$ cat src/hw/rtl/assert_macros.svh
// ----------------------------------------------------------------------------
// Assertion macros
// Clocked assertion shorthands; the including scope provides clk and arst_n.
// ----------------------------------------------------------------------------
`ifndef ASSERT_MACROS_SVH
`define ASSERT_MACROS_SVH

// property checked at every rising clock edge outside reset
`define ASSERT_CLK(label, prop, msg) \
	label: assert property (@(posedge clk) disable iff (!arst_n) prop) else $error(msg);

// condition that must never be true outside reset
`define ASSERT_NEVER(label, cond, msg) \
	`ASSERT_CLK(label, !(cond), msg)

`endif

$ cat src/hw/rtl/hlsd_pkg.sv
// ----------------------------------------------------------------------------
// hlsd_pkg
// Shared types and constants of the header/length/sum deframer.
// ----------------------------------------------------------------------------
package hlsd_pkg;

	localparam int unsigned MAX_FRAME_LEN_DEF = 256;
	localparam int unsigned MIN_FRAME_LEN     = 6;
	localparam int unsigned QUEUE_DEPTH       = 2;

	localparam logic [7:0]  HDR_FIRST         = 8'h4E;
	localparam logic [7:0]  HDR_SECOND        = 8'h58;
	localparam logic [15:0] GAP_TIMEOUT_RESET = 16'd1000;
	localparam logic        REG_GAP_TIMEOUT   = 1'b0;

	typedef enum logic [0:0] {
		OP_BYTE = 1'b0,
		OP_TICK = 1'b1
	} op_t;

	typedef enum logic [1:0] {
		KIND_PAYLOAD = 2'd0,
		KIND_OK      = 2'd1,
		KIND_SUM_ERR = 2'd2,
		KIND_ABORT   = 2'd3
	} kind_t;

	typedef enum logic [2:0] {
		PH_HUNT      = 3'd0,
		PH_GOT_FIRST = 3'd1,
		PH_LEN_HIGH  = 3'd2,
		PH_LEN_LOW   = 3'd3,
		PH_COMMAND   = 3'd4,
		PH_BODY      = 3'd5
	} phase_t;

	typedef struct packed {
		logic       accept;
		op_t        operation;
		logic [7:0] data_byte;
	} in_item_t;

	typedef struct packed {
		kind_t      kind;
		logic [7:0] data_value;
		logic [7:0] command_code;
		logic [7:0] position;
	} res_t;

	typedef struct packed {
		logic valid;
		res_t res;
	} push_t;

endpackage

$ cat src/hw/rtl/hlsd_if.sv
// ----------------------------------------------------------------------------
// hlsd_in_if / hlsd_out_if
// Valid/ready channels for received items and result items.
// ----------------------------------------------------------------------------
interface hlsd_in_if;
	logic       valid;
	logic       ready;
	logic       operation;
	logic [7:0] data_byte;

	modport source (output valid, output operation, output data_byte, input ready);
	modport sink (input valid, input operation, input data_byte, output ready);
endinterface

interface hlsd_out_if;
	logic       valid;
	logic       ready;
	logic [1:0] kind;
	logic [7:0] data_value;
	logic [7:0] command_code;
	logic [7:0] position;

	modport source (output valid, output kind, output data_value, output command_code,
		output position, input ready);
	modport sink (input valid, input kind, input data_value, input command_code,
		input position, output ready);
endinterface

$ cat src/hw/rtl/header_length_sum_deframer.sv
// ----------------------------------------------------------------------------
// header_length_sum_deframer
// Byte-serial "NX" frame deframer with length check, sum checksum and gap timeout.
// ----------------------------------------------------------------------------
// Takes one item per clock while the result queue is not full: received bytes and
// timer ticks on the link channel, payload bytes and end-of-frame status on the
// frame channel. An accepted item is parsed in the cycle it arrives and its
// result, if any, enters the result queue at that clock edge; with the queue
// empty it is on the frame channel the next cycle. The two-entry queue sits
// between the parser and the frame channel; link.ready drops while it is full,
// so once results come back to back any frame channel stall also stalls the link.
// Frame length accepted is 6..MAX_FRAME_LEN. gap_timeout_ticks sits at address 0
// and is to be written only while the block is idle.

module header_length_sum_deframer import hlsd_pkg::*; #(
	parameter int unsigned MAX_FRAME_LEN = MAX_FRAME_LEN_DEF
) (
	input  logic        clk,
	input  logic        arst_n,
	input  logic        psel,
	input  logic        penable,
	input  logic        pwrite,
	input  logic [2:0]  paddr,
	input  logic [31:0] pwdata,
	output logic [31:0] prdata,
	output logic        pready,
	hlsd_in_if.sink     link,
	hlsd_out_if.source  frame
);

	logic [15:0] gap_timeout_q;
	logic        reg_hit;
	logic        full;
	in_item_t    item;
	push_t       push;

	assign pready  = 1'b1;
	assign reg_hit = (paddr[2] == REG_GAP_TIMEOUT) && (paddr[1:0] == 2'b00);
	assign prdata  = reg_hit ? {16'd0, gap_timeout_q} : '0;

	always_ff @(posedge clk or negedge arst_n) begin
		if (!arst_n) begin
			gap_timeout_q <= GAP_TIMEOUT_RESET;
		end else if (psel && penable && pwrite && pready && (paddr[2] == REG_GAP_TIMEOUT)) begin
			gap_timeout_q <= pwdata[15:0];
		end
	end

	assign link.ready     = !full;
	assign item.accept    = link.valid && link.ready;
	assign item.operation = op_t'(link.operation);
	assign item.data_byte = link.data_byte;

	hlsd_front #(
		.MAX_FRAME_LEN(MAX_FRAME_LEN)
	) u_front (
		.clk        (clk),
		.arst_n     (arst_n),
		.item       (item),
		.gap_timeout(gap_timeout_q),
		.push       (push)
	);

	hlsd_queue u_queue (
		.clk   (clk),
		.arst_n(arst_n),
		.push  (push),
		.full  (full),
		.frame (frame)
	);

endmodule

$ cat src/hw/rtl/hlsd_front.sv
// ----------------------------------------------------------------------------
// hlsd_front
// Frame parser: tracks header, length, command and body, emits result items.
// ----------------------------------------------------------------------------
`include "assert_macros.svh"

module hlsd_front import hlsd_pkg::*; #(
	parameter int unsigned MAX_FRAME_LEN = MAX_FRAME_LEN_DEF
) (
	input  logic        clk,
	input  logic        arst_n,
	input  in_item_t    item,
	input  logic [15:0] gap_timeout,
	output push_t       push
);

	localparam int unsigned LW = $clog2(MAX_FRAME_LEN + 1);
	localparam int unsigned PW = (LW > 8) ? LW : 8;
	localparam logic [7:0]  SUM_INIT = HDR_FIRST + HDR_SECOND;

	phase_t          phase_q, phase_d;
	logic [7:0]      len_high_q;
	logic [LW-1:0]   frame_length_q;
	logic [LW-1:0]   byte_count_q;
	logic [7:0]      sum_q;
	logic [7:0]      cmd_q;
	logic [15:0]     idle_q;

	logic [7:0]      b;
	logic            is_tick;
	logic [15:0]     len;
	logic            len_ok;
	logic            restart;
	logic [15:0]     idle_inc;
	logic            timeout;
	logic            last_byte;
	logic [PW-1:0]   bc_ext, fl_ext, pos_body, pos_end, pos_abort;

	assign b         = item.data_byte;
	assign is_tick   = (item.operation == OP_TICK);
	assign len       = {len_high_q, b};
	assign len_ok    = (len >= 16'(MIN_FRAME_LEN)) && (len <= 16'(MAX_FRAME_LEN));
	assign restart   = (len_high_q == HDR_FIRST) && (b == HDR_SECOND);
	assign idle_inc  = (idle_q != 16'hFFFF) ? idle_q + 16'd1 : idle_q;
	assign timeout   = (phase_q != PH_HUNT) && (idle_inc > gap_timeout);
	assign last_byte = ({1'b0, byte_count_q} + {{LW{1'b0}}, 1'b1}) >= {1'b0, frame_length_q};

	assign bc_ext    = PW'(byte_count_q);
	assign fl_ext    = PW'(frame_length_q);
	assign pos_body  = bc_ext - PW'(5);
	assign pos_end   = fl_ext - PW'(MIN_FRAME_LEN);
	assign pos_abort = (bc_ext > PW'(5)) ? pos_body : '0;

	// next state
	always_comb begin
		phase_d = phase_q;
		if (item.accept) begin
			if (is_tick) begin
				if (timeout) begin
					phase_d = PH_HUNT;
				end
			end else begin
				unique case (phase_q)
					PH_HUNT: begin
						phase_d = (b == HDR_FIRST) ? PH_GOT_FIRST : PH_HUNT;
					end
					PH_GOT_FIRST: begin
						if (b == HDR_SECOND) begin
							phase_d = PH_LEN_HIGH;
						end else if (b != HDR_FIRST) begin
							phase_d = PH_HUNT;
						end
					end
					PH_LEN_HIGH: begin
						phase_d = PH_LEN_LOW;
					end
					PH_LEN_LOW: begin
						if (len_ok) begin
							phase_d = PH_COMMAND;
						end else if (restart) begin
							phase_d = PH_LEN_HIGH;
						end else if (b == HDR_FIRST) begin
							phase_d = PH_GOT_FIRST;
						end else begin
							phase_d = PH_HUNT;
						end
					end
					PH_COMMAND: begin
						phase_d = PH_BODY;
					end
					PH_BODY: begin
						if (last_byte) begin
							phase_d = PH_HUNT;
						end
					end
					default: begin
						phase_d = PH_HUNT;
					end
				endcase
			end
		end
	end

	// result items
	always_comb begin
		push = '0;
		if (item.accept) begin
			if (is_tick) begin
				if (timeout && (phase_q != PH_GOT_FIRST)) begin
					push.valid            = 1'b1;
					push.res.kind         = KIND_ABORT;
					push.res.command_code = cmd_q;
					push.res.position     = pos_abort[7:0];
				end
			end else if (phase_q == PH_BODY) begin
				push.valid             = 1'b1;
				push.res.data_value    = b;
				push.res.command_code  = cmd_q;
				if (last_byte) begin
					push.res.kind     = (b == sum_q) ? KIND_OK : KIND_SUM_ERR;
					push.res.position = pos_end[7:0];
				end else begin
					push.res.kind     = KIND_PAYLOAD;
					push.res.position = pos_body[7:0];
				end
			end
		end
	end

	always_ff @(posedge clk or negedge arst_n) begin
		if (!arst_n) begin
			phase_q        <= PH_HUNT;
			len_high_q     <= '0;
			frame_length_q <= '0;
			byte_count_q   <= '0;
			sum_q          <= '0;
			cmd_q          <= '0;
			idle_q         <= '0;
		end else begin
			phase_q <= phase_d;
			if (item.accept) begin
				if (is_tick) begin
					idle_q <= idle_inc;
				end else begin
					idle_q <= '0;
					case (phase_q)
						PH_GOT_FIRST: begin
							if (b == HDR_SECOND) begin
								sum_q          <= SUM_INIT;
								byte_count_q   <= LW'(2);
								cmd_q          <= '0;
								frame_length_q <= '0;
							end
						end
						PH_LEN_HIGH: begin
							len_high_q   <= b;
							sum_q        <= sum_q + b;
							byte_count_q <= LW'(3);
						end
						PH_LEN_LOW: begin
							if (len_ok) begin
								frame_length_q <= LW'(len);
								sum_q          <= sum_q + b;
								byte_count_q   <= LW'(4);
							end else if (restart) begin
								sum_q          <= SUM_INIT;
								byte_count_q   <= LW'(2);
								cmd_q          <= '0;
								frame_length_q <= '0;
							end
						end
						PH_COMMAND: begin
							cmd_q        <= b;
							sum_q        <= sum_q + b;
							byte_count_q <= LW'(5);
						end
						PH_BODY: begin
							if (!last_byte) begin
								sum_q        <= sum_q + b;
								byte_count_q <= byte_count_q + LW'(1);
							end
						end
						default: begin
						end
					endcase
				end
			end
		end
	end

	`ASSERT_CLK(a_body_count, (phase_q == PH_BODY) |-> (byte_count_q < frame_length_q), "body count past frame end")
	`ASSERT_CLK(a_cmd_len, (phase_q == PH_COMMAND) |-> (frame_length_q >= LW'(MIN_FRAME_LEN)), "short frame accepted")
	`ASSERT_CLK(a_end_hunt, (push.valid && (push.res.kind != KIND_PAYLOAD)) |=> (phase_q == PH_HUNT), "no hunt after frame end")

endmodule

$ cat src/hw/rtl/hlsd_queue.sv
// ----------------------------------------------------------------------------
// hlsd_queue
// Short result queue; its head drives the result channel.
// ----------------------------------------------------------------------------
`include "assert_macros.svh"

module hlsd_queue import hlsd_pkg::*; (
	input  logic              clk,
	input  logic              arst_n,
	input  push_t             push,
	output logic              full,
	hlsd_out_if.source        frame
);

	localparam int unsigned PTRW = $clog2(QUEUE_DEPTH);
	localparam int unsigned CW   = $clog2(QUEUE_DEPTH + 1);

	res_t            entry_q [QUEUE_DEPTH];
	logic [PTRW-1:0] wr_ptr_q, rd_ptr_q;
	logic [CW-1:0]   count_q;
	logic            pop;
	res_t            head;

	assign full               = (count_q == CW'(QUEUE_DEPTH));
	assign head               = entry_q[rd_ptr_q];
	assign frame.valid        = (count_q != '0);
	assign frame.kind         = head.kind;
	assign frame.data_value   = head.data_value;
	assign frame.command_code = head.command_code;
	assign frame.position     = head.position;
	assign pop                = frame.valid && frame.ready;

	always_ff @(posedge clk) begin
		if (push.valid) begin
			entry_q[wr_ptr_q] <= push.res;
		end
	end

	always_ff @(posedge clk or negedge arst_n) begin
		if (!arst_n) begin
			wr_ptr_q <= '0;
			rd_ptr_q <= '0;
			count_q  <= '0;
		end else begin
			if (push.valid) begin
				wr_ptr_q <= wr_ptr_q + PTRW'(1);
			end
			if (pop) begin
				rd_ptr_q <= rd_ptr_q + PTRW'(1);
			end
			case ({push.valid, pop})
				2'b10:   count_q <= count_q + CW'(1);
				2'b01:   count_q <= count_q - CW'(1);
				default: count_q <= count_q;
			endcase
		end
	end

	`ASSERT_NEVER(a_no_overflow, push.valid && full, "push into full queue")
	`ASSERT_CLK(a_drain, (pop && !push.valid && (count_q == CW'(1))) |=> (count_q == '0), "queue not drained")
	`ASSERT_CLK(a_count_max, count_q <= CW'(QUEUE_DEPTH), "queue count past depth")

endmodule

$ cat src/flat_wrapper.sv
// flat-port wrapper written by rule: the top's interface ports become plain ports
module header_length_sum_deframer_flat import hlsd_pkg::*;
#(
	parameter int unsigned MAX_FRAME_LEN = MAX_FRAME_LEN_DEF
)
  (clk, arst_n, psel, penable, pwrite, paddr, pwdata, prdata, pready, link_valid, link_operation, link_data_byte, link_ready, frame_valid, frame_kind, frame_data_value, frame_command_code, frame_position, frame_ready);
  hlsd_in_if link_i ();
  hlsd_out_if frame_i ();
  input  logic clk;
  input  logic arst_n;
  input  logic psel;
  input  logic penable;
  input  logic pwrite;
  input  logic [2:0] paddr;
  input  logic [31:0] pwdata;
  output logic [31:0] prdata;
  output logic pready;
  input wire logic [$bits(link_i.valid)-1:0] link_valid;
  input wire logic [$bits(link_i.operation)-1:0] link_operation;
  input wire logic [$bits(link_i.data_byte)-1:0] link_data_byte;
  output wire logic [$bits(link_i.ready)-1:0] link_ready;
  output wire logic [$bits(frame_i.valid)-1:0] frame_valid;
  output wire logic [$bits(frame_i.kind)-1:0] frame_kind;
  output wire logic [$bits(frame_i.data_value)-1:0] frame_data_value;
  output wire logic [$bits(frame_i.command_code)-1:0] frame_command_code;
  output wire logic [$bits(frame_i.position)-1:0] frame_position;
  input wire logic [$bits(frame_i.ready)-1:0] frame_ready;
  assign link_i.valid = link_valid;
  assign link_i.operation = link_operation;
  assign link_i.data_byte = link_data_byte;
  assign link_ready = link_i.ready;
  assign frame_valid = frame_i.valid;
  assign frame_kind = frame_i.kind;
  assign frame_data_value = frame_i.data_value;
  assign frame_command_code = frame_i.command_code;
  assign frame_position = frame_i.position;
  assign frame_i.ready = frame_ready;
  header_length_sum_deframer #(.MAX_FRAME_LEN(MAX_FRAME_LEN)) u_core (.clk(clk), .arst_n(arst_n), .psel(psel), .penable(penable), .pwrite(pwrite), .paddr(paddr), .pwdata(pwdata), .prdata(prdata), .pready(pready), .link(link_i), .frame(frame_i));
endmodule
$ cat config.mk
export PLATFORM = sky130hd
export DESIGN_NAME = header_length_sum_deframer_flat
export DESIGN_NICKNAME = d
export VERILOG_FILES = /design/src/hw/rtl/hlsd_pkg.sv /design/src/hw/rtl/hlsd_if.sv /design/src/hw/rtl/header_length_sum_deframer.sv /design/src/hw/rtl/hlsd_front.sv /design/src/hw/rtl/hlsd_queue.sv /design/src/flat_wrapper.sv
export VERILOG_INCLUDE_DIRS = /design/src /design/src/hw/rtl
export SDC_FILE = /design/constraint.sdc
export NUM_CORES = 1
export LEC_CHECK = 0
export ABC_AREA = 1
export BUFFER_PORTS_ARGS = -buffer_cell sky130_fd_sc_hd__buf_4
export CAP_MARGIN = 10
export CORE_UTILIZATION = 31
export DETAILED_ROUTE_END_ITERATION = 10
export PLACE_DENSITY = 0.56
export SYNTH_ARGS = -nofsm -noshare
export SYNTH_HDL_FRONTEND = slang
export SYNTH_SLANG_ARGS = --single-unit
export TNS_END_PERCENT = 10
$ cat constraint.sdc
create_clock -name clk -period 6.85 [get_ports clk]
set_input_delay 1.37 -clock clk [delete_from_list [all_inputs] [get_ports clk]]
set_output_delay 1.37 -clock clk [all_outputs]
set_load 0.03 [all_outputs]
; Word-level counts from Yosys, hierarchy flattened
; Memories as Yosys holds them, arrays and structs flattened.
; Index checks and enable logic that the tools add are counted.
[totals]
register_bits = 81
ramBits = 52
in_bits = 51
out_inout_bits = 61
wordCells = 123
n_memories = 1
[mem_list]
columns = name, words, width, read_ports, rd_ports_with_merged_regs, wr, line
row1 = u_core.u_queue.entry_q, 2, 26, 1, 0, 1, hlsd_queue.sv:18  ; res_t entry_q [QUEUE_DEPTH];
[classes]
addsub = 10
n_lt_le_gt_ge = 5
eq_ne = 23
muxes = 44
bitwise = 2
n_reduce_logical = 27
[op_table]
columns = operator, n
row1 = 16-bit 2-to-1 mux, 5
row2 = 8-bit 2-to-1 mux, 10
row3 = 9-bit 2-to-1 mux, 7
row4 = 27-bit 2-to-1 mux, 2
row5 = 9-bit case mux with 5 select lines, 1
row6 = 8-bit case mux with 4 select lines, 1
row7 = "8-bit by 7-bit == test with 1-bit output, second input constant", 3
row8 = 3-bit 2-to-1 mux, 8
row9 = 8-bit case mux with 3 select lines, 1
row10 = 3-bit case mux with 6 select lines, 1
row11 = 9-bit case mux with 2 select lines, 1
row12 = 6-bit AND reduction, 3
row13 = "16-bit by 1-bit adder with 16-bit output, second input constant", 1
row14 = "16-bit by 3-bit greater-or-equal comparator with 1-bit output, second input constant", 1
row15 = 16-bit > comparator, 1
row16 = "16-bit by 9-bit less-or-equal comparator with 1-bit output, second input constant", 1
row17 = "16-bit inequality test, second input constant", 1
row18 = "8-bit by 3-bit subtractor with 8-bit output, second input constant", 2
row19 = "9-bit by 1-bit adder with 10-bit output, second input constant", 1
row20 = 10-bit by 9-bit greater-or-equal comparator with 1-bit output, 1
row21 = 1-bit logical AND, 10
row22 = "9-bit by 1-bit adder with 9-bit output, second input constant", 1
row23 = "9-bit by 3-bit > comparator with 1-bit output, second input constant", 1
row24 = 8-bit adder, 1
row25 = 30 further kinds, 46

; Logic depth before layout (Yosys ltp)
; Gate-level depths: netlist of the first run.
[logic_depth]
ltp_word = 10
depth_mapped = 26
depth_no_buf = 25

; Hierarchy
; From an unflattened synthesis of the first run, not the netlist that was laid out.
[unflattened]
cells_unflattened = 1062
area_unflattened_um2 = 8224.1
[by_module_without_submodules]
columns = mod, n_inst, cells_each, area_each_um2
row1 = hlsd_front, 1, 768, 5107.4
row2 = hlsd_queue, 1, 164, 2150.8
row3 = header_length_sum_deframer, 1, 130, 965.9

; Worst setup path before layout of the first run
; No wires, ideal clock.
[synth_path]
path_type = register -> register
start = reg u_core.u_front.idle_q[0]
end = mem u_core.u_queue.entry_q[1][0] (netlist bit), enable pin
arrival_ns = 3.807
t_required_ns = 6.441
setup_slack_ns = 2.634
stages_incl_launch_ff = 22
n_path_buf = 1
synth_period_minus_slack_ns = 4.216
cell_sequence = dfrtp_1 ha_1 and3_1 nand4_1 nor2_1 clkinv_1 o21ai_0 inv_1 ha_1 inv_1 o21bai_1 nand2_1 nand2_1 nand2_1 nand2_1 nand2_1 nand2_1 nand3_1 nand2_1 nand2_1 buf_2 nor2_1
[synth_via]
elab_chain_len = 10
[synth_rtl]
columns = item, line
row1 = "start, declared", hlsd_front.sv:27  ; logic [15:0] idle_q;
row2 = "start signal, assigned", hlsd_front.sv:143  ; idle_q <= idle_inc;
row3 = 16-bit by 1-bit adder with 16-bit output or 16-bit inequality test (tied branches), hlsd_front.sv:44  ; assign idle_inc = (idle_q != 16'hFFFF) ? idle_q + 16'd1 : idle_q;
row4 = 16-bit 2-to-1 mux (*), hlsd_front.sv:44
row5 = 16-bit > comparator (*), hlsd_front.sv:45  ; assign timeout = (phase_q != PH_HUNT) && (idle_inc > gap_timeout);
row6 = 1-bit logical AND (*), hlsd_front.sv:45
row7 = 1-bit logical AND (*), hlsd_front.sv:109  ; if (timeout && (phase_q != PH_GOT_FIRST)) begin
row8 = 3-bit 2-to-1 mux (*), hlsd_front.sv:109
row9 = 3-bit 2-to-1 mux (*), hlsd_front.sv:108  ; if (is_tick) begin
row10 = 27-bit 2-to-1 mux (*), hlsd_front.sv:107  ; if (item.accept) begin
row11 = 1-bit 2-to-1 mux (*), hlsd_queue.sv:34  ; if (push.valid) begin
row12 = 1-bit 2-to-1 mux (not written as such) (*), hlsd_queue.sv:35  ; entry_q[wr_ptr_q] <= push.res;
row13 = "end, declared", hlsd_queue.sv:18
; Mark *: on every way between the ends. The rest lies on a longest branch, timed or not.

; Worst setup path after layout of the first run
[layout_path]
start = reg u_core.u_front.idle_q[0]
end = mem u_core.u_queue.entry_q[0][23] (netlist bit), enable pin
; The elaborated chain is that of the path after synthesis.

==> results.json, run 1 <==
{
  "switching_share_pct": 35.6,
  "antenna_found_initial": 0,
  "end_kind": "flip-flop",
  "setup_viol": 0,
  "yosysWarnings": 0,
  "hold_class": "flip-flop to flip-flop",
  "busiest_layer": "met2",
  "worstSetupPathType": "flip-flop to flip-flop",
  "clockBufferDepth": 2,
  "period_needed_ps": 4670,
  "async_flop_share_pct": 60.9,
  "dp_hpwl_mm": 13.5,
  "root_buffer": "clkbuf_16",
  "dieArea_mm2": 0.0261,
  "yosysUniqueCellTypes": 49,
  "start_util_pct": 31.4,
  "cts_resized": 0,
  "timing.setup.tns_ps": 0,
  "ys_ff_latch": 133,
  "synthesis.area_mm2": 0.00789,
  "drt_iter0_drc": 361,
  "place.port_buffers": 78,
  "synth_edf_count": 52,
  "r2r-end": "u_core.u_queue.entry_q[0][23]",
  "fin_crit_sh_pct": 68.2,
  "grt_pass1_vias": 6208,
  "cts_buffers": 17,
  "final_cells": 1388,
  "grt_max_degree": 67,
  "outcome": "complete, no violations",
  "placed_area_mm2": 0.00872,
  "drv_slew": 0,
  "tightest_slew_ps": 1050,
  "worst_clock_skew_ps": 9.64,
  "grt_overflow": 0,
  "ys_seq_area_share_pct": 45.6,
  "met3_usage_pct": 2.52,
  "ios": 112,
  "grt_first_pass_wirelength_mm": 30.8,
  "gp_congestion": 0.836,
  "hold_viol_final": 0,
  "final_nets": 1135,
  "clk_pin_slew_ps": 70,
  "intPower_w": 0.00163,
  "vias_per_cell": 4.58,
  "numClockSinks": 133,
  "hold_end": "u_core.u_queue.wr_ptr_q",
  "synthCells": 974,
  "r2r_setup_slack_ps": 2180,
  "layout_setup_ws_ps": 2180,
  "post-cts-setup-buffers": 0,
  "num_rows": 58,
  "avgSynthCellArea_um2": 8.10,
  "hold_buffers": 0,
  "startpoint_type": "flip-flop",
  "dp_cells": 1356,
  "cts_tree": "yes",
  "ant_nets": 0,
  "p_sw_w": 0.000900,
  "min_from": "u_core.u_queue.wr_ptr_q",
  "fin_area_mm2": 0.00930,
  "core-area_mm2": 0.0251,
  "crit_fanout": 26,
  "startpoint": "u_core.u_front.idle_q[0]",
  "wirelength_mm": 18.7,
  "max_cap_viol_count": 0,
  "comb_power_share_pct": 26.1,
  "critPathRequiredTime_ps": 6890,
  "die_h_um": 162,
  "ff2ff_path_depth": 20,
  "clockPowerShare_pct": 36.2,
  "area_growth_pct": 17.8,
  "clock_latency_ps": 430,
  "ir_drop_mv": 0.146,
  "num_antenna_cells": 0,
  "grt_usage_pct": 14.9,
  "met1_usage_pct": 18.8,
  "die_w_um": 162,
  "arrival_ps": 4710,
  "timing.fmax_mhz": 214,
  "vias": 6359,
  "drc_errors": 0,
  "r2r-start": "u_core.u_front.idle_q[0]",
  "synth_ff_type": "dfrtp_1",
  "place_ws_ps": 2220,
  "rsz0062_at_grt": "no",
  "wl_per_cell_um": 13.5,
  "grt.met2_usage_pct": 25.8,
  "p_leak_nw": 4.64,
  "power_density_mw_per_mm2": 272,
  "htree_levels": 4,
  "worstHoldPathCells": 2,
  "power_frac_seq_pct": 37.6,
  "drive_gt1_share_pct": 15.4,
  "drt_first_pass_iters": 5,
  "relSlewSlack_pct": 29.7
}
==> stage by stage <==
stage / power, W / hold WS, ps / utilization [%]
after floorplan: 0.00141 / 442 / -
after global placement: 0.00163 / 458 / 34.7
after detailed placement: 0.00164 / 467 / 34.7
after CTS: 0.00256 / 482 / 37.0
after global routing: 0.00267 / 513 / 37.0
final: 0.00253 / 483 / 37.0
==> routing by layer <==
metal  vias up  share of wire [%]
met5         -                  0
met4         0                1.5
met3        17                3.5
met2       131                 49
met1      2945                 46
li1       3266                  -
==> cell usage after synthesis (all sizes together), types with 5 or more instances <==
cell type	instances	share of area, %
inv	122	5.8
buf	25	2.3
nand2	263	13
nor2	112	6.1
or2	5	0.43
nand4	18	1.5
ha	38	6.0
o22ai	12	0.95
o21ai	51	3.5
dfrtp	75	24
nand3	51	3.2
a21oi	42	2.7
dfstp	6	2.0
nor3	22	1.5
edfxtp	52	20
xor2	29	3.2
clkbuf	19	0.90
==> how the worst max path moves through the flow <==
stage | slack, ps | depth (start not counted) | endpoint
floorplan | 2630 | 21 | u_core.u_queue.entry_q[1][0]
global placement | 2240 | 20 | u_core.u_queue.entry_q[0][19]
detailed placement | 2220 | 20 | u_core.u_queue.entry_q[0][16]
CTS | 2170 | 20 | u_core.u_queue.entry_q[0][23]
global route | 1700 | 20 | u_core.u_queue.entry_q[0][20]
finish | 2180 | 20 | u_core.u_queue.entry_q[0][23]
==> sequential cells by signal, summed over array words and instances, names as in the netlist <==
| register | count |
|---|---|
| u_core.gap_timeout_q | 16 |
| u_core.u_front.len_high_q | 8 |
| u_core.u_front.sum_q | 8 |
| u_core.u_queue.count_q | 2 |
| u_core.u_queue.wr_ptr_q | 1 |
| u_core.u_front.idle_q | 16 |
| u_core.u_queue.rd_ptr_q | 1 |
| u_core.u_queue.entry_q | 52 |
| u_core.u_front.fl_ext | 9 |
| u_core.u_front.phase_q | 3 |
| u_core.u_front.bc_ext | 9 |
| u_core.u_front.cmd_q | 8 |
==> power by group through the flow <==
stage | Sequential [W] | Clock [W] | Combinational [W]
floorplan | 0.000937 | 0 | 0.000469
finish | 0.000952 | 0.000917 | 0.000661
detailed placement | 0.000969 | 0 | 0.000671
global placement | 0.000967 | 0 | 0.000666
CTS | 0.000953 | 0.000936 | 0.000673
global route | 0.000962 | 0.000971 | 0.000733
==> critical path: stages (launching register included) <==
cell      delay, ps
dfrtp_1         440
ha_1            230
and3_1          260
nand4_1         150
nor2_1          260
clkinv_1        340
o21ai_0         330
inv_1            70
ha_1            290
inv_1            40
o21bai_1        110
nand2_1          60
nand2_1          60
nand2_1          50
nand2_1          90
nand2_1          60
nand2_1          80
nand3_1         100
nand2_1         310
nand3_1         150
inv_1           790
==> kinds of logic after synthesis <==
logic type                 share of synthesized area (%)
other                                             0.0952
buffers and inverters                               9.13
DFF                                                 45.6
adders and majority gates                           6.28
and+or+nand+nor                                     26.4
AOI/OAI and AO/OA                                   8.47
muxes                                              0.428
xor gates and xnor gates                            3.66
==> cell usage in the layout (no fill, tap or decap), types with 5 or more instances in the layout <==
cell type  instances
a21oi_1           41
nand2_1          256
nor3_1            20
clkbuf_16         17
nand4_1           17
buf_4             81
conb_1            17
nand2_4            5
ha_1              38
o22ai_1           12
dfrtp_1           75
nor2_1           103
inv_2              9
nor2_2             5
o21ai_1            8
dfstp_2            6
edfxtp_1          52
o21ai_0           37
inv_6              5
inv_1            113
o21ai_2            6
xor2_1            29
nand3_1           51
==> layout make-up <==
class / instances / area (um2)
Sequential cell: 133 / 3600
Multi-Input combinational cell: 688 / 3630
Clock inverter: 15 / 158
Tap cell: 330 / 413
Inverter: 124 / 465
Clock buffer: 17 / 425
Timing Repair Buffer: 81 / 608
Fill cell: 2584 / 15800
No activity file was read; power rests on OpenSTA's default activity.
==> run 2: changes to the inputs <==
--- a/config.mk
+++ b/config.mk
@@ -11,7 +11,7 @@
 export CAP_MARGIN = 10
 export CORE_UTILIZATION = 31
 export DETAILED_ROUTE_END_ITERATION = 10
-export PLACE_DENSITY = 0.56
+export PLACE_DENSITY = 0.58
 export SYNTH_ARGS = -nofsm -noshare
 export SYNTH_HDL_FRONTEND = slang
 export SYNTH_SLANG_ARGS = --single-unit
==> constraint.sdc (replaced) <==
create_clock -name clk -period 4.13 [get_ports clk]
set_input_delay 0.826 -clock clk [delete_from_list [all_inputs] [get_ports clk]]
set_output_delay 0.826 -clock clk [all_outputs]
set_load 0.03 [all_outputs]
==> run 2 against run 1 <==
Register-to-register slack lost 1800 ps. Global-route usage shrank 0.084 points. Sequential share of layout area shrank 0.31 points. Power rose by 65%.
==> results.json, run 2 (synthesis gave the netlist of run 1 again) <==
{
  "drc_errors": 0,
  "grt_max_degree": 44,
  "cts_tree": "yes",
  "end_kind": "flip-flop",
  "clk_pin_slew_ps": 70,
  "largest_reg_flops": 52,
  "worst_clock_skew_ps": 16.0,
  "arrival_ps": 4040,
  "numClockSinks": 133,
  "die_w_um": 162,
  "area_growth_pct": 18.8,
  "critical_path.top_delay_family": "simple AND/OR/NAND/NOR gates",
  "ios": 112,
  "cp_cell_sequence": "ha_1, and3_1, nand4_1, nor2_1, clkinv_1, o21ai_0, inv_1, ha_1, inv_1, o21bai_1, nand2_1, nand2_1, nand2_1, nand2_1, nand2_1, nand2_1, nand3_1, nand2_1, nand2_1, ha_1, a21oi_1, o21ai_0, xor2_1",
  "grt_pass1_vias": 6244,
  "cts_resized": 0,
  "grt_overflow": 0,
  "setup_viol": 0,
  "gp_congestion": 0.851,
  "power.total_w": 0.00418,
  "fin_crit_sh_pct": 90.6,
  "drive_gt1_share_pct": 16.0,
  "final_cells": 1395,
  "vias": 6401,
  "drv_slew": 0,
  "cp_slowest_cell": "dfrtp_1",
  "hold_class": "primary input to async pin",
  "crit_top_cell": "nand2_1",
  "ant_nets": 0,
  "ir_drop_mv": 0.324,
  "die_h_um": 162,
  "dp_cells": 1363,
  "regMostFlops": "u_core.u_queue.entry_q",
  "max_cap_viol_count": 0,
  "drt_iter0_drc": 336,
  "place.port_buffers": 78,
  "startpoint_type": "flip-flop",
  "cts_buffers": 17,
  "hold_buffers": 0,
  "final_nets": 1142,
  "dp_hpwl_mm": 13.7,
  "root_buffer": "clkbuf_16",
  "largestRegisters": "u_core.u_queue.entry_q x52, u_core.gap_timeout_q x16, u_core.u_front.idle_q x16",
  "outcome": "complete, no violations",
  "vias_per_cell": 4.59,
  "place_ws_ps": 422,
  "timing.fmax_mhz": 267,
  "antenna_found_initial": 0,
  "clock_latency_ps": 430,
  "relSlewSlack_pct": 45.6,
  "critPathRequiredTime_ps": 4430,
  "crit_fanout": 6,
  "path_buf_inv": 3,
  "fin_util_pct": 37.3,
  "layout_setup_ws_ps": 389,
  "critPathMaxStageDelay_ps": 450,
  "power_density_mw_per_mm2": 446,
  "htree_levels": 4,
  "wirelength_mm": 18.4,
  "clockBufferDepth": 2,
  "dieArea_mm2": 0.0261,
  "post-cts-setup-buffers": 0,
  "period_needed_ps": 3740,
  "core-area_mm2": 0.0251,
  "drt_first_pass_iters": 5,
  "num_antenna_cells": 0,
  "wl_per_cell_um": 13.2,
  "timing.setup.tns_ps": 0,
  "rsz0062_at_grt": "no",
  "final_common_cell": "nand2_1",
  "worstSetupPathType": "flip-flop to flip-flop",
  "p_leak_nw": 4.67,
  "layout_common_cells": "nand2_1, inv_1, nor2_1",
  "start_util_pct": 31.4,
  "grt_usage_pct": 14.9,
  "hold_viol_final": 0,
  "grt_first_pass_wirelength_mm": 30.7,
  "tightest_slew_ps": 811,
  "num_rows": 58
}
-- run 2: cell types whose count changed in the layout (fill, tap and decap cells not counted) --
cell        before  now
buf_4           81   86
inv_8            4    8
inv_6            5    2
buf_12           0    2
clkinv_4         3    1
clkinvlp_4       1    3
bufinv_16        1    0
clkinv_2         1    0
clkinv_8         0    1
-- run 2: final timing paths --
kind	from	endpoint	slack [ps]	cells after the start
setup / recovery	u_core.u_front.idle_q[0]	u_core.u_queue.count_q[1]	390	23
hold / removal	arst_n	u_core.u_front.idle_q[3]	390	1
setup reg to reg	u_core.u_front.idle_q[0]	u_core.u_queue.count_q[1]	390	23
hold reg to reg	u_core.u_queue.wr_ptr_q	u_core.u_queue.wr_ptr_q	470	2
max in group asynchronous	arst_n	u_core.gap_timeout_q[9]	2950	2
min in group clk	u_core.u_queue.wr_ptr_q	u_core.u_queue.wr_ptr_q	470	2
-- run 2: where the power goes --
part | leakage, nW | switching (W) | internal [W]
Combinational | 2.94 | 0.000779 | 0.000373
Clock | 0.278 | 0.000682 | 0.000808
Sequential | 1.45 | 0.0000477 | 0.00149
Total | 4.67 | 0.00151 | 0.00267
-- run 2: worst reg2reg max path, stage by stage (launching register included) --
cell	delay, ps
dfrtp_1	450
ha_1	240
and3_1	250
nand4_1	140
nor2_1	290
clkinv_1	130
o21ai_0	230
inv_1	70
ha_1	290
inv_1	40
o21bai_1	110
nand2_1	60
nand2_1	50
nand2_1	50
nand2_1	60
nand2_1	50
nand2_1	80
nand3_1	110
nand2_1	110
nand2_1	100
ha_1	320
a21oi_1	110
o21ai_0	110
xor2_1	150
-- run 2: routing by layer --
metal  global-route usage, %  vias to the layer above  share of wire (%)
met5                       0                        -                  0
met3                    2.67                       21                3.0
met1                    18.7                     2972                 47
li1                        -                     3280                  -
met4                    4.93                        0                1.6
met2                    25.6                      128                 49
-- run 2: final cells by class --
type                            instances  area (um2)
Sequential cell                       133        3600
Tap cell                              330         413
Multi-Input combinational cell        688        3630
Clock inverter                         15         155
Clock buffer                           17         425
Timing Repair Buffer                   88         686
Fill cell                            2573       15700
Inverter                              124         465
-- run 2: stage by stage --
| stage | hold slack (ps) | area [um2] |
|---|---|---|
| finish | 393 | 9380 |
| CTS | 401 | 9380 |
| global placement | 456 | 8790 |
| floorplan | 442 | 7950 |
| detailed placement | 461 | 8790 |
| global route | 422 | 9380 |
==> run 3: changes to the inputs <==
--- a/config.mk
+++ b/config.mk
@@ -9,9 +9,11 @@
 export ABC_AREA = 1
 export BUFFER_PORTS_ARGS = -buffer_cell sky130_fd_sc_hd__buf_4
 export CAP_MARGIN = 10
+export CELL_PAD_IN_SITES_DETAIL_PLACEMENT = 1
+export CELL_PAD_IN_SITES_GLOBAL_PLACEMENT = 1
 export CORE_UTILIZATION = 31
 export DETAILED_ROUTE_END_ITERATION = 10
-export PLACE_DENSITY = 0.58
+export PLACE_DENSITY = 0.71
 export SYNTH_ARGS = -nofsm -noshare
 export SYNTH_HDL_FRONTEND = slang
 export SYNTH_SLANG_ARGS = --single-unit
==> run 3 against run 2 <==
Routed wire length increased by 17%. Global-route usage increased by 2.8 points. Design area about the same. First-iteration DRC count decreased by 25%. Highest routed layer unchanged. Hold slack improved by 89 ps. Sequential share of layout area about the same. Critical path depth decreased by 3. Non-clock buffer count decreased by 1. Clock power increased by 3%. Critical path type unchanged.
==> results.json, run 3 (synthesis gave the netlist of run 1 again) <==
{
  "outcome": "complete, no violations",
  "final_common_cell": "nand2_1",
  "num_antenna_cells": 0,
  "hold_buffers": 0,
  "fill_cells": 3041,
  "r2r-start": "u_core.u_front.idle_q[0]",
  "final_nets": 1141,
  "crit_top_cell": "nand2_1",
  "regMostFlops": "u_core.u_queue.entry_q",
  "timing.setup.tns_ps": 0,
  "critPathRequiredTime_ps": 4440,
  "start_util_pct": 31.4,
  "drv_slew": 0,
  "hold_class": "flip-flop to flip-flop",
  "arrival_ps": 4000,
  "tightest_slew_ps": 936,
  "relSlewSlack_pct": 37.6,
  "multi_input_area_mm2": 0.00364,
  "startpoint_type": "flip-flop",
  "drt_iter0_drc": 253,
  "grt_pass1_vias": 6999,
  "htree_levels": 4,
  "max_cap_viol_count": 0,
  "ir_drop_mv": 0.258,
  "setup_viol": 0,
  "largestRegisters": "u_core.u_queue.entry_q x52, u_core.gap_timeout_q x16, u_core.u_front.idle_q x16",
  "min_from": "u_core.u_queue.wr_ptr_q",
  "fin_crit_sh_pct": 89.4,
  "dp_hpwl_mm": 15.8,
  "cts_buffers": 17,
  "clockBufferDepth": 2,
  "layout_common_cells": "nand2_1, inv_1, nor2_1",
  "vias": 6661,
  "gp_congestion": 0.809,
  "clock_latency_ps": 440,
  "antenna_found_initial": 0,
  "grt_overflow": 0,
  "wl_per_cell_um": 15.4,
  "rsz0062_at_grt": "no",
  "cts_tree": "yes",
  "p_leak_nw": 4.67,
  "cts_resized": 0,
  "drt_first_pass_iters": 4,
  "r2r_setup_slack_ps": 440,
  "period_needed_ps": 3690,
  "critical_path.top_delay_family": "simple AND/OR/NAND/NOR gates",
  "ios": 112,
  "clk_pin_slew_ps": 60,
  "cp_cell_sequence": "ha_1, nand2_1, nor3_2, nand3_1, nor2_2, nand2_1, o21ai_0, inv_1, ha_1, nand4_1, nor3_2, nand2_1, nand2_1, nand3_1, nand2_1, nand2_1, ha_1, a21oi_1, o21ai_0, xor2_1",
  "timing.fmax_mhz": 271,
  "cp_slowest_cell": "dfrtp_2",
  "post-cts-setup-buffers": 0,
  "die_h_um": 162,
  "r2r-end": "u_core.u_queue.count_q[1]",
  "num_rows": 58,
  "wirelength_mm": 21.5,
  "core-area_mm2": 0.0251,
  "hold_end": "u_core.u_queue.wr_ptr_q",
  "grt_first_pass_wirelength_mm": 36.0,
  "power_density_mw_per_mm2": 454,
  "dieArea_mm2": 0.0261,
  "seq_area_mm2": 0.00360,
  "path_buf_inv": 1,
  "place.port_buffers": 78,
  "area_growth_pct": 18.8,
  "largest_reg_flops": 52,
  "ant_nets": 0,
  "grt_max_degree": 67,
  "layout_setup_ws_ps": 439,
  "worstSetupPathType": "flip-flop to flip-flop",
  "place_ws_ps": 216,
  "root_buffer": "clkbuf_16",
  "numClockSinks": 133,
  "end_kind": "flip-flop",
  "crit_fanout": 6,
  "worstHoldPathCells": 2,
  "vias_per_cell": 4.78,
  "ff2ff_path_depth": 20,
  "critPathMaxStageDelay_ps": 420,
  "fin_util_pct": 37.3,
  "hold_viol_final": 0,
  "drc_errors": 0,
  "worst_clock_skew_ps": 11.9,
  "drive_gt1_share_pct": 16.2,
  "grt_usage_pct": 17.6,
  "die_w_um": 162
}
run 3: cell type report:
cell class	instances	share of cell area [%]
multi-input cells	688	38.8
flip-flops and latches	133	38.4
repair buffers	87	7.23
clock inverters	15	1.67
inverters	124	4.96
clock buffers	17	4.54
well taps	330	4.40
run 3: layer usage:
metal | GRT usage [%] | vias up | part of all wire (%)
li1 | - | 3282 | -
met1 | 21.7 | 3263 | 46
met2 | 31.4 | 96 | 51
met3 | 3.00 | 20 | 2.7
met4 | 5.06 | 0 | 1.1
met5 | 0 | - | 0
run 3: worst register-to-register path: cells and delay by family, from the launching register on:
kind / cells / cell delay (ps)
compound gates: 3 / 470
flops: 1 / 420
xor+xnor: 1 / 150
fa+ha+maj: 3 / 860
buf+inv: 1 / 80
simple gates: 12 / 1580
run 3: worst max-delay path by stage:
stage,end,start,depth (start not counted),slack (ps)
floorplan,u_core.u_queue.entry_q[1][0],u_core.u_front.idle_q[0],21,350
global placement,u_core.u_queue.count_q[1],u_core.u_front.idle_q[0],20,370
detailed placement,u_core.u_queue.count_q[1],u_core.u_front.idle_q[0],20,220
CTS,u_core.u_queue.count_q[1],u_core.u_front.idle_q[0],20,180
global route,u_core.u_queue.count_q[1],u_core.u_front.idle_q[0],20,30
finish,u_core.u_queue.count_q[1],u_core.u_front.idle_q[0],20,440
run 3: metrics by stage:
step / std cells / hold WS [ps] / cell area (um2) / total power (W)
floorplan: 989 / 442 / 7950 / 0.00233
global placement: 1362 / 459 / 8790 / 0.00274
detailed placement: 1362 / 464 / 8790 / 0.00277
CTS: 1394 / 478 / 9370 / 0.00432
global route: 1394 / 497 / 9380 / 0.00449
finish: 1394 / 482 / 9380 / 0.00426
run 3: power breakdown:
group,switching (W),internal [W]
logic,0.000807,0.000373
clock network,0.000685,0.000855
registers,0.0000507,0.00149
total,0.00154,0.00272
